File: config.mk
export PLATFORM = sky130hd
export DESIGN_NAME = sensor_reply_crc_checker_unit_flat
export DESIGN_NICKNAME = d
export VERILOG_FILES = /design/src/sv/srcc_pkg.sv /design/src/sv/srcc_if.sv /design/src/sv/sensor_reply_crc_checker_unit.sv /design/src/sv/srcc_crc_fold.sv /design/src/sv/srcc_frame_core.sv /design/src/flat_wrapper.sv
export SDC_FILE = /design/constraint.sdc
export NUM_CORES = 1
export LEC_CHECK = 0
export BUFFER_PORTS_ARGS = -buffer_cell sky130_fd_sc_hd__buf_2
export CAP_MARGIN = 20
export CORE_MARGIN = 10
export CORE_UTILIZATION = 54
export DETAILED_ROUTE_END_ITERATION = 7
export HOLD_SLACK_MARGIN = 0.06
export MAX_ROUTING_LAYER = met4
export PLACE_DENSITY_LB_ADDON = 0.15
export SLEW_MARGIN = 20
export SYNTH_ARGS = -nofsm -noshare
export SYNTH_HDL_FRONTEND = slang
export SYNTH_HIERARCHICAL = 1
export SYNTH_SLANG_ARGS = --single-unit
File: constraint.sdc
create_clock -name i_clk -period 8.7 [get_ports i_clk]
set_input_delay 0.435 -clock i_clk [delete_from_list [all_inputs] [get_ports i_clk]]
set_output_delay 0.435 -clock i_clk [all_outputs]
set_load 0.02 [all_outputs]
File: src/sv/srcc_pkg.sv
// Package for the sensor reply CRC checker: word types, frame byte positions,
// CRC constants and the sign-magnitude conversion.
// No dependencies.
package srcc_pkg;

    localparam int unsigned DATA_W  = 8;
    localparam int unsigned VALUE_W = 16;
    localparam int unsigned IDX_W   = 3;

    typedef logic [IDX_W-1:0]   t_idx;
    typedef logic [DATA_W-1:0]  t_byte;
    typedef logic [VALUE_W-1:0] t_value;

    localparam t_value CRC_INIT = 16'hFFFF;
    localparam t_value CRC_POLY = 16'hA001;

    // Byte positions inside the eight-byte reply.
    localparam t_idx IDX_FIRST   = 3'd0;
    localparam t_idx IDX_HUM_HI  = 3'd2;
    localparam t_idx IDX_HUM_LO  = 3'd3;
    localparam t_idx IDX_TEMP_HI = 3'd4;
    localparam t_idx IDX_TEMP_LO = 3'd5;
    localparam t_idx IDX_CRC_LO  = 3'd6;
    localparam t_idx IDX_CRC_HI  = 3'd7;

    typedef struct packed {
        t_byte data_byte;
        logic  frame_start;
    } t_in_word;

    typedef struct packed {
        logic          crc_ok;
        logic [15:0]   temperature_tenths;
        t_value        humidity_tenths;
    } t_result;

    // Sign-magnitude to two's complement; negative zero gives zero.
    function automatic logic [15:0] sign_mag_to_twos(input t_value raw);
        logic [15:0] mag;
        mag = {1'b0, raw[14:0]};
        return raw[15] ? (16'd0 - mag) : mag;
    endfunction

endpackage

File: src/sv/srcc_if.sv
// Handshake interfaces for the input byte word and the result word.
// Depends on srcc_pkg.
interface srcc_byte_if;
    logic                valid;
    logic                ready;
    srcc_pkg::t_byte     data_byte;
    logic                frame_start;

    modport source (output valid, output data_byte, output frame_start, input ready);
    modport sink   (input valid, input data_byte, input frame_start, output ready);
endinterface

interface srcc_result_if;
    logic                valid;
    logic                ready;
    logic                crc_ok;
    logic signed [15:0]  temperature_tenths;
    srcc_pkg::t_value    humidity_tenths;

    modport source (output valid, output crc_ok, output temperature_tenths,
                    output humidity_tenths, input ready);
    modport sink   (input valid, input crc_ok, input temperature_tenths,
                    input humidity_tenths, output ready);
endinterface

File: src/sv/sensor_reply_crc_checker_unit.sv
// Sensor reply CRC checker: an accepted byte 7 reaches its result word on
// o_result through the input register, then the result register.
// Throughput one byte per cycle; the result register stalls the input only
// when a held result is not taken and the next staged byte also makes one.
// Reset (i_rst_n low, synchronous) empties both registers, zeroes the byte
// position, pending and held values, and sets the running CRC to all ones.
module sensor_reply_crc_checker_unit (
    input  logic                i_clk,
    input  logic                i_rst_n,
    srcc_byte_if.sink           i_byte,
    srcc_result_if.source       o_result
);
    import srcc_pkg::*;

    // Input register: one staged byte word.
    logic     r_in_valid;
    t_in_word r_in_word;

    // Result register.
    logic     r_out_valid;
    t_result  r_out;

    logic     has_result;
    t_result  core_result;
    logic     advance;
    logic     in_take;

    // Advance the staged word unless it makes a result and the result
    // register is full and not drained this cycle.
    assign advance = r_in_valid && (!has_result || !r_out_valid || o_result.ready);
    assign in_take = i_byte.valid && i_byte.ready;

    // Accept a new word whenever the stage is empty or moving on.
    assign i_byte.ready = !r_in_valid || advance;

    srcc_frame_core u_core (
        .i_clk        (i_clk),
        .i_rst_n      (i_rst_n),
        .i_word       (r_in_word),
        .i_fire       (advance),
        .o_has_result (has_result),
        .o_result     (core_result)
    );

    always_ff @(posedge i_clk) begin
        if (!i_rst_n) begin
            r_in_valid <= 1'b0;
        end else if (i_byte.ready) begin
            r_in_valid <= i_byte.valid;
        end
    end

    // Payload: load on accept only.
    always_ff @(posedge i_clk) begin
        if (in_take) begin
            r_in_word.data_byte   <= i_byte.data_byte;
            r_in_word.frame_start <= i_byte.frame_start;
        end
    end

    always_ff @(posedge i_clk) begin
        if (!i_rst_n) begin
            r_out_valid <= 1'b0;
        end else if (advance && has_result) begin
            r_out_valid <= 1'b1;
        end else if (o_result.ready) begin
            r_out_valid <= 1'b0;
        end
    end

    always_ff @(posedge i_clk) begin
        if (advance && has_result) begin
            r_out <= core_result;
        end
    end

    assign o_result.valid              = r_out_valid;
    assign o_result.crc_ok             = r_out.crc_ok;
    assign o_result.temperature_tenths = signed'(r_out.temperature_tenths);
    assign o_result.humidity_tenths    = r_out.humidity_tenths;

`ifndef SYNTH
    a_result_loaded: assert property (@(posedge i_clk) disable iff (!i_rst_n)
        advance && has_result |=> r_out_valid)
        else $error("result word lost after byte 7");

    a_stage_holds: assert property (@(posedge i_clk) disable iff (!i_rst_n)
        r_in_valid && !advance |=> r_in_valid && $stable(r_in_word))
        else $error("staged word dropped or changed while stalled");

    a_stall_cause: assert property (@(posedge i_clk) disable iff (!i_rst_n)
        !i_byte.ready |-> r_in_valid && has_result && r_out_valid && !o_result.ready)
        else $error("input stalled without a full result register");
`endif

endmodule

File: src/sv/srcc_crc_fold.sv
// Folds one byte into a CRC-16 (reflected, eight bit steps unrolled).
// Depends on srcc_pkg.
module srcc_crc_fold (
    input  srcc_pkg::t_value i_crc,
    input  srcc_pkg::t_byte  i_data,
    output srcc_pkg::t_value o_crc
);
    import srcc_pkg::*;

    always_comb begin
        t_value c;
        c = i_crc ^ {8'd0, i_data};
        for (int k = 0; k < 8; k++) begin
            if (c[0]) begin
                c = (c >> 1) ^ CRC_POLY;
            end else begin
                c = c >> 1;
            end
        end
        o_crc = c;
    end

endmodule

File: src/sv/srcc_frame_core.sv
// Frame state: byte position, running CRC, pending fields and held values.
// Depends on srcc_pkg and srcc_crc_fold.
module srcc_frame_core (
    input  logic               i_clk,
    input  logic               i_rst_n,
    input  srcc_pkg::t_in_word i_word,
    input  logic               i_fire,
    output logic               o_has_result,
    output srcc_pkg::t_result  o_result
);
    import srcc_pkg::*;

    t_idx   r_byte_index;
    t_value r_running_crc;
    t_byte  r_crc_low_received;
    t_value r_humidity_pending;
    t_value r_temperature_pending;
    t_value r_held_temperature;
    t_value r_held_humidity;

    t_idx   idx;
    t_value crc_base;
    t_value crc_folded;
    t_value n_running_crc;
    logic   crc_match;
    t_value good_temperature;

    assign idx      = i_word.frame_start ? IDX_FIRST : r_byte_index;
    assign crc_base = (idx == IDX_FIRST) ? CRC_INIT : r_running_crc;

    srcc_crc_fold u_fold (
        .i_crc  (crc_base),
        .i_data (i_word.data_byte),
        .o_crc  (crc_folded)
    );

    // Bytes 6 and 7 carry the CRC and are not folded.
    assign n_running_crc    = (idx < IDX_CRC_LO) ? crc_folded : crc_base;
    assign crc_match        = ({i_word.data_byte, r_crc_low_received} == r_running_crc);
    assign good_temperature = sign_mag_to_twos(r_temperature_pending);

    assign o_has_result = (idx == IDX_CRC_HI);

    always_comb begin
        o_result.crc_ok             = crc_match;
        o_result.temperature_tenths = crc_match ? good_temperature : r_held_temperature;
        o_result.humidity_tenths    = crc_match ? r_humidity_pending : r_held_humidity;
    end

    always_ff @(posedge i_clk) begin
        if (!i_rst_n) begin
            r_byte_index          <= IDX_FIRST;
            r_running_crc         <= CRC_INIT;
            r_crc_low_received    <= '0;
            r_humidity_pending    <= '0;
            r_temperature_pending <= '0;
            r_held_temperature    <= '0;
            r_held_humidity       <= '0;
        end else if (i_fire) begin
            r_byte_index  <= idx + t_idx'(1);
            r_running_crc <= n_running_crc;
            unique case (idx)
                IDX_HUM_HI:  r_humidity_pending[15:8]    <= i_word.data_byte;
                IDX_HUM_LO:  r_humidity_pending[7:0]     <= i_word.data_byte;
                IDX_TEMP_HI: r_temperature_pending[15:8] <= i_word.data_byte;
                IDX_TEMP_LO: r_temperature_pending[7:0]  <= i_word.data_byte;
                IDX_CRC_LO:  r_crc_low_received          <= i_word.data_byte;
                IDX_CRC_HI: begin
                    if (crc_match) begin
                        r_held_temperature <= good_temperature;
                        r_held_humidity    <= r_humidity_pending;
                    end
                end
                default: ;
            endcase
        end
    end

`ifndef SYNTH
    a_start_realigns: assert property (@(posedge i_clk) disable iff (!i_rst_n)
        i_fire && i_word.frame_start |=> r_byte_index == 3'd1)
        else $error("start word did not realign the byte position");

    a_mismatch_holds: assert property (@(posedge i_clk) disable iff (!i_rst_n)
        i_fire && o_has_result && !crc_match |=>
            $stable(r_held_temperature) && $stable(r_held_humidity))
        else $error("held values changed on a CRC mismatch");

    a_crc_restart: assert property (@(posedge i_clk) disable iff (!i_rst_n)
        i_fire && (idx == IDX_CRC_LO || idx == IDX_CRC_HI) |=> $stable(r_running_crc))
        else $error("running CRC changed on a CRC byte");
`endif

endmodule
File: src/flat_wrapper.sv
// flat-port wrapper written by rule: the top's interface ports become plain ports
module sensor_reply_crc_checker_unit_flat import srcc_pkg::*;
  (i_clk, i_rst_n, i_byte_valid, i_byte_data_byte, i_byte_frame_start, i_byte_ready, o_result_valid, o_result_crc_ok, o_result_temperature_tenths, o_result_humidity_tenths, o_result_ready);
  srcc_byte_if i_byte_i ();
  srcc_result_if o_result_i ();
  input  logic i_clk;
  input  logic i_rst_n;
  input wire logic [$bits(i_byte_i.valid)-1:0] i_byte_valid;
  input wire logic [$bits(i_byte_i.data_byte)-1:0] i_byte_data_byte;
  input wire logic [$bits(i_byte_i.frame_start)-1:0] i_byte_frame_start;
  output wire logic [$bits(i_byte_i.ready)-1:0] i_byte_ready;
  output wire logic [$bits(o_result_i.valid)-1:0] o_result_valid;
  output wire logic [$bits(o_result_i.crc_ok)-1:0] o_result_crc_ok;
  output wire logic [$bits(o_result_i.temperature_tenths)-1:0] o_result_temperature_tenths;
  output wire logic [$bits(o_result_i.humidity_tenths)-1:0] o_result_humidity_tenths;
  input wire logic [$bits(o_result_i.ready)-1:0] o_result_ready;
  assign i_byte_i.valid = i_byte_valid;
  assign i_byte_i.data_byte = i_byte_data_byte;
  assign i_byte_i.frame_start = i_byte_frame_start;
  assign i_byte_ready = i_byte_i.ready;
  assign o_result_valid = o_result_i.valid;
  assign o_result_crc_ok = o_result_i.crc_ok;
  assign o_result_temperature_tenths = o_result_i.temperature_tenths;
  assign o_result_humidity_tenths = o_result_i.humidity_tenths;
  assign o_result_i.ready = o_result_ready;
  sensor_reply_crc_checker_unit u_core (.i_clk(i_clk), .i_rst_n(i_rst_n), .i_byte(i_byte_i), .o_result(o_result_i));
endmodule
==> results of run 1 <==
==> sequential cells by signal, summed over array words and instances, names as in the netlist, 3 cells and up <==
signal                               cells
u_core/o_result.humidity_tenths         16
u_core/o_result.temperature_tenths      16
u_core/u_core/r_held_humidity           16
u_core/u_core/r_held_temperature        16
u_core/u_core/r_humidity_pending        16
u_core/u_core/r_running_crc             16
u_core/u_core/r_temperature_pending     16
u_core/r_in_word                         9
u_core/u_core/r_crc_low_received         8
u_core/u_core/r_byte_index               3
==> stage by stage <==
stage / hold WS, ns / std cells / instance area (sq um) / setup slack, ns
after global routing: 0.186 / 790 / 7040 / 5.40
final: 0.202 / 790 / 7040 / 5.67
after floorplan: 0.432 / 609 / 6150 / 5.76
after detailed placement: 0.448 / 757 / 6410 / 5.72
after CTS: 0.188 / 789 / 7010 / 5.65
after global placement: 0.439 / 757 / 6410 / 5.75
==> final cells by class <==
cell class / instances / area [sq um] / share of cell area
Clock buffer: 18 / 439 / 0.0624
Clock inverter: 14 / 155 / 0.0220
Inverter: 6 / 22.5 / 0.00320
Multi-Input combinational cell: 424 / 2820 / 0.401
Sequential cell: 135 / 3120 / 0.444
Tap cell: 140 / 175 / 0.0249
Timing Repair Buffer: 53 / 300 / 0.0427
==> synthesized netlist by cell type <==
cell	instances
inv_1	6
o41ai_1	4
a21oi_1	1
ha_1	7
xnor2_1	43
nor2b_1	11
or2_2	1
nand3_1	28
buf_1	2
nand4b_4	1
o21ai_0	17
xor2_1	6
or3_2	1
or3_1	2
nand2_1	143
xnor2_2	3
nand2b_1	19
dfxtp_1	93
o211a_1	3
mux2_4	1
or4_4	1
nand4_1	19
and2b_1	1
or4_1	2
o21a_1	1
clkbuf_1	30
a21boi_1	3
mux2_2	30
xnor3_1	1
a21boi_0	32
edfxtp_1	42
nor4_2	1
or3b_2	1
mux2i_1	26
and2_0	1
buf_4	7
and2_1	3
nor2_1	2
buf_2	5
and3_1	4
o31ai_1	5
==> final timing paths <==
kind                                                  startpoint                               end  slack, ns  cells past startpoint
worst max register to register               u_core/r_in_word[0]    u_core/u_core/r_running_crc[0]       5.67                     11
worst min register to register  u_core/u_core/r_held_humidity[5]  u_core/u_core/r_held_humidity[5]       0.46                      2
worst min-delay path                         i_byte_data_byte[6]               u_core/r_in_word[7]       0.20                      1
worst max-delay path                         u_core/r_in_word[0]    u_core/u_core/r_running_crc[0]       5.67                     11
==> power by group through the flow <==
stage	clock network, mW	registers (mW)	logic, mW
3_3_place_gp	0	0.690	0.0824
2_1_floorplan	0	0.681	0.0720
4_1_cts	0.726	0.677	0.0840
3_5_place_dp	0	0.690	0.0832
5_1_grt	0.757	0.677	0.0947
6_report	0.716	0.677	0.0850
==> kinds of logic (layout without fill, tap and decap cells) <==
logic type,count (synthesis),in the layout,share of synthesized area
AOI/OAI and AO/OA,66,66,0.0752
xor gates and xnor gates,53,53,0.0813
adders and majority gates,7,7,0.0142
buffers and inverters,50,91,0.0358
DFF,135,135,0.508
muxes,57,57,0.0996
and+or+nand+nor,241,241,0.186
==> routing by layer <==
layer | GRT usage | vias to the layer above | wire length (um)
met2 | 0.254 | 90 | 6030
met4 | 0.0556 | 0 | 110
li1 | - | 2137 | -
met5 | - | - | 0
met3 | 0.0437 | 9 | 643
met1 | 0.204 | 2032 | 5900
==> reports/metrics.cfg, run 1 <==
[run_status]
status=finished, final reports clean

[clocking]
clk_latency_ns=0.41
cts_buffers=17
cts_tree=done
cts_buffer_depth=2
cts_resized=0
ctsHoldBuffers=0
path_clk_slew_ns=0.06
cts-root-buf=clkbuf_16
cts_max_level=4
cts_sinks=135
cts_post_setup_buffers_inserted=0

[placement]
gp_congestion=0.833
portBuffers=47
hpwl_um=8020

[route]
final_antenna_net_count=0
drc=0
drt-vias-per-instance=5.40
wirelength_um=12700
first_iter_violations=402
vias=4268
routedWlPerCell_um=16.1
drt_first_pass_iters=5

[logic_synthesis]
syn-cell-area_sq_um=6150
ys_ff_latch=135
syn-instance-count=609
synth_top_area_frac=0.303
ys_seq_area_frac=0.508
postSynthAreaPerCell_sq_um=10.1
synth_top_area_cell=dfxtp_1
synth_warnings=6
synth_fp_nets=629
synth.distinct_cells=41
synthTopCellsByArea=dfxtp_1, edfxtp_1, nand2_1

[critical_path]
crit_slowest_cell=nand2_1
critPathBufInv=1
cpMostUsedCell=nand2_1
crit_family=XOR/XNOR gates
crit_required_ns=8.98
cp.arrival_ns=3.31
critical_path_class=reg -> reg
path_cells=nor2b_1, inv_1, ha_1, nand2_1, nand2b_1, xor2_1, xnor2_1, xnor2_2, xnor3_1, nand2_1, nand3_1
crit_path_start_kind=flip-flop
cp-end-kind=flip-flop
max_stage_delay_ns=0.43
cp_max_fo=16

[power]
finalPower_mw=1.48
power_density_nw_per_um2=210
leakagePower_nw=2.77
pwr-share-comb=0.057
p_sw_mw=0.323
power_frac_seq=0.458
p_int_mw=1.15
clkPwrFrac=0.485
netSwitchingFraction=0.219
peakVddDrop_v=0.000135

[global_route]
grt_max_degree=125
grt_pass1_vias=4228
grt_pass1_wl_um=21200
overflow=0
antenna_found_initial=0
track_usage=0.164

[finish]
layout-drive-gt1-share=0.185
final_cell_mix=nand2_1, dfxtp_1, buf_2
antenna_cells=0
fillers=880
layout_commonest_cell=nand2_1
nets=657
area_growth_pct=14.4
utilization=0.641

[sta]
setup_viol=0
fin_skew_ns=0.0158
timing.fmax_mhz=330
period_share=0.348
rsz0062_at_grt=false
fin_setup_tns_ns=0
fin_crit_ns=3.03
slew_headroom=0.528
worstMarginPinSlew_ns=0.708
finalMaxSlewViolations=0
hold_viol=0

[floorplanning]
die_area_sq_um=16100
ioPinCount=48
core_area_sq_um=11000
die_w_um=127
start_util=0.560
dieHeight_um=127
rows=38

[run]
drv_cap=0

[hold_path]
worst_hold_path_type=in -> reg

Note: power is estimated with default switching activity, not from simulation.
==> run 2, diff against run 1 <==
- clock period: 8.7 -> 2.8 ns (I/O delays scaled with it)
==> run 2 against run 1 <==
Against the previous run:
- core utilization increased by 2.6 points
- largest power group unchanged
- final cell count rose by 3.2%
- critical path depth is 1 higher
- design area increased by 4.0%
- routed wire length up 4.4%
- largest cell class unchanged
==> reports/metrics.cfg, run 2 (synthesis results as in run 1) <==
[run_status]
status=finished, final reports clean

[finish]
layout-drive-gt1-share=0.206  ; +0.0213
nets=682  ; +3.8%
multi_input_area_sq_um=2840  ; +0.53%
seqCellArea_sq_um=3120  ; unchanged
final_cells=815  ; +3.2%
final_cell_mix=nand2_1, dfxtp_1, buf_2
fillers=871  ; -1.0%
antenna_cells=0  ; unchanged
layout_commonest_cell=nand2_1
area_growth_pct=19.0

[critical_path]
cpMostUsedCell=xnor2_1
cp_max_fo=12  ; -4
crit_slowest_cell=edfxtp_1
critical_path_class=reg -> reg
crit_family=XOR/XNOR gates
crit_path_start_kind=flip-flop
r2r_start=u_core/r_in_word[0]
cp.arrival_ns=2.86  ; -0.45 ns
max_stage_delay_ns=0.41  ; -0.02 ns
crit_required_ns=3.07  ; -5.91 ns
path_cells=nor2b_1, inv_1, ha_1, nand2_4, buf_4, nand2b_1, xnor2_1, xnor2_1, xnor2_1, xnor3_1, nand2_1, nand3_1
cp-end-kind=flip-flop
crit_path_start=u_core/r_in_word[0]
critPathBufInv=2  ; +1

[global_route]
antenna_found_initial=0  ; unchanged
grt_pass1_vias=4449  ; +5.2%
overflow=0  ; unchanged
track_usage=0.172  ; +0.00763
grt_pass1_wl_um=21800  ; +3.0%
grt_max_degree=90  ; -28%

[hold_path]
min-delay-start=i_rst_n
worst_hold_path_type=in -> reg

[route]
wirelength_um=13200  ; +4.4%
drt_first_pass_iters=5  ; unchanged
final_antenna_net_count=0  ; unchanged
drc=0  ; unchanged
vias=4343  ; +1.8%
drt-vias-per-instance=5.33  ; -1.4%
first_iter_violations=347  ; -14%
routedWlPerCell_um=16.2  ; +1.2%

[floorplanning]
start_util=0.560  ; unchanged
die_area_sq_um=16100  ; unchanged
dieHeight_um=127  ; unchanged
ioPinCount=48  ; unchanged
rows=38  ; unchanged
core_area_sq_um=11000  ; unchanged
die_w_um=127  ; unchanged

[clocking]
cts-root-buf=clkbuf_16
cts_tree=done
cts_post_setup_buffers_inserted=0  ; unchanged
cts_buffer_depth=2  ; unchanged
path_clk_slew_ns=0.06  ; about the same
cts_max_level=4  ; unchanged
clk_latency_ns=0.42  ; about the same
cts_sinks=135  ; unchanged
cts_buffers=17  ; unchanged

[sta]
period_share=0.924  ; +0.575
timing.fmax_mhz=387  ; +17%
setup_viol=0  ; unchanged
slew_headroom=0.586  ; +0.0585
hold_viol=0  ; unchanged
rsz0062_at_grt=false
fin_crit_ns=2.59  ; -0.445 ns
finalMaxSlewViolations=0  ; unchanged
fin_skew_ns=0.00721  ; -0.00858 ns
hold_ws_ns=0.200  ; -0.00173 ns
worstMarginPinSlew_ns=0.620  ; -0.0878 ns

[placement]
gp_congestion=0.906  ; +8.8%
portBuffers=47  ; unchanged
hpwl_um=8740  ; +9.0%
place_inst=771  ; +1.8%

[power]
power_density_nw_per_um2=647  ; +210%
leakagePower_nw=2.91  ; +5.2%
peakVddDrop_v=0.000533  ; +290%

[run]
drv_cap=0  ; unchanged

## run 2: per-layer routing
layer	GRT usage	vias up	wire, um
li1	-	2183	-
met1	0.195	2046	5860
met5	-	-	0
met4	0.0898	0	373
met2	0.273	86	6430
met3	0.0454	28	576
## run 2: per-stage QoR
stage	setup WS [ns]	setup TNS (ns)	util	instance area (sq um)	total power, mW
floorplan	0.144	0	-	6160	2.34
global placement	0.161	0	0.597	6560	2.42
detailed placement	-0.0324	-0.0324	0.597	6560	2.43
CTS	0.0997	0	0.665	7310	4.76
global route	0.0413	0	0.666	7320	4.89
finish	0.214	0	0.666	7320	4.73
## run 2: final timing paths
path / endpoint / slack (ns) / cells past startpoint
worst max-delay path: u_core/u_core/r_running_crc[0] / 0.21 / 12
worst min-delay path: u_core/u_core/r_running_crc[10] / 0.20 / 2
worst max register to register: u_core/u_core/r_running_crc[0] / 0.21 / 12
worst min register to register: u_core/u_core/r_held_temperature[3] / 0.46 / 2
## run 2: layout make-up
type	instances	share of cell area
clock buffers	21	0.0660
well taps	140	0.0239
repair buffers	78	0.0732
inverters	6	0.00308
clock inverters	11	0.0197
flip-flops and latches	135	0.427
multi-input cells	424	0.388
## run 2: where the power goes
part / internal (mW) / total, mW / switching [mW]
Combinational: 0.159 / 0.329 / 0.170
Clock: 1.50 / 2.33 / 0.824
Sequential: 2.04 / 2.08 / 0.0346
Total: 3.71 / 4.73 / 1.03
## run 2: what timing repair did
item,in CTS,in global routing
resized for setup,1,2
endpoints found under the setup margin,1,1
pin swaps,0,1
hold buffers,12,0
endpoints found under the hold margin,11,0
## run 2: worst register-to-register path, stage by stage, from the launching register on
cell and delay, ns:
edfxtp_1 0.41, nor2b_1 0.23, inv_1 0.10, ha_1 0.25, nand2_4 0.15, buf_4 0.15
nand2b_1 0.07, xnor2_1 0.26, xnor2_1 0.17, xnor2_1 0.27, xnor3_1 0.26, nand2_1 0.06
nand3_1 0.07
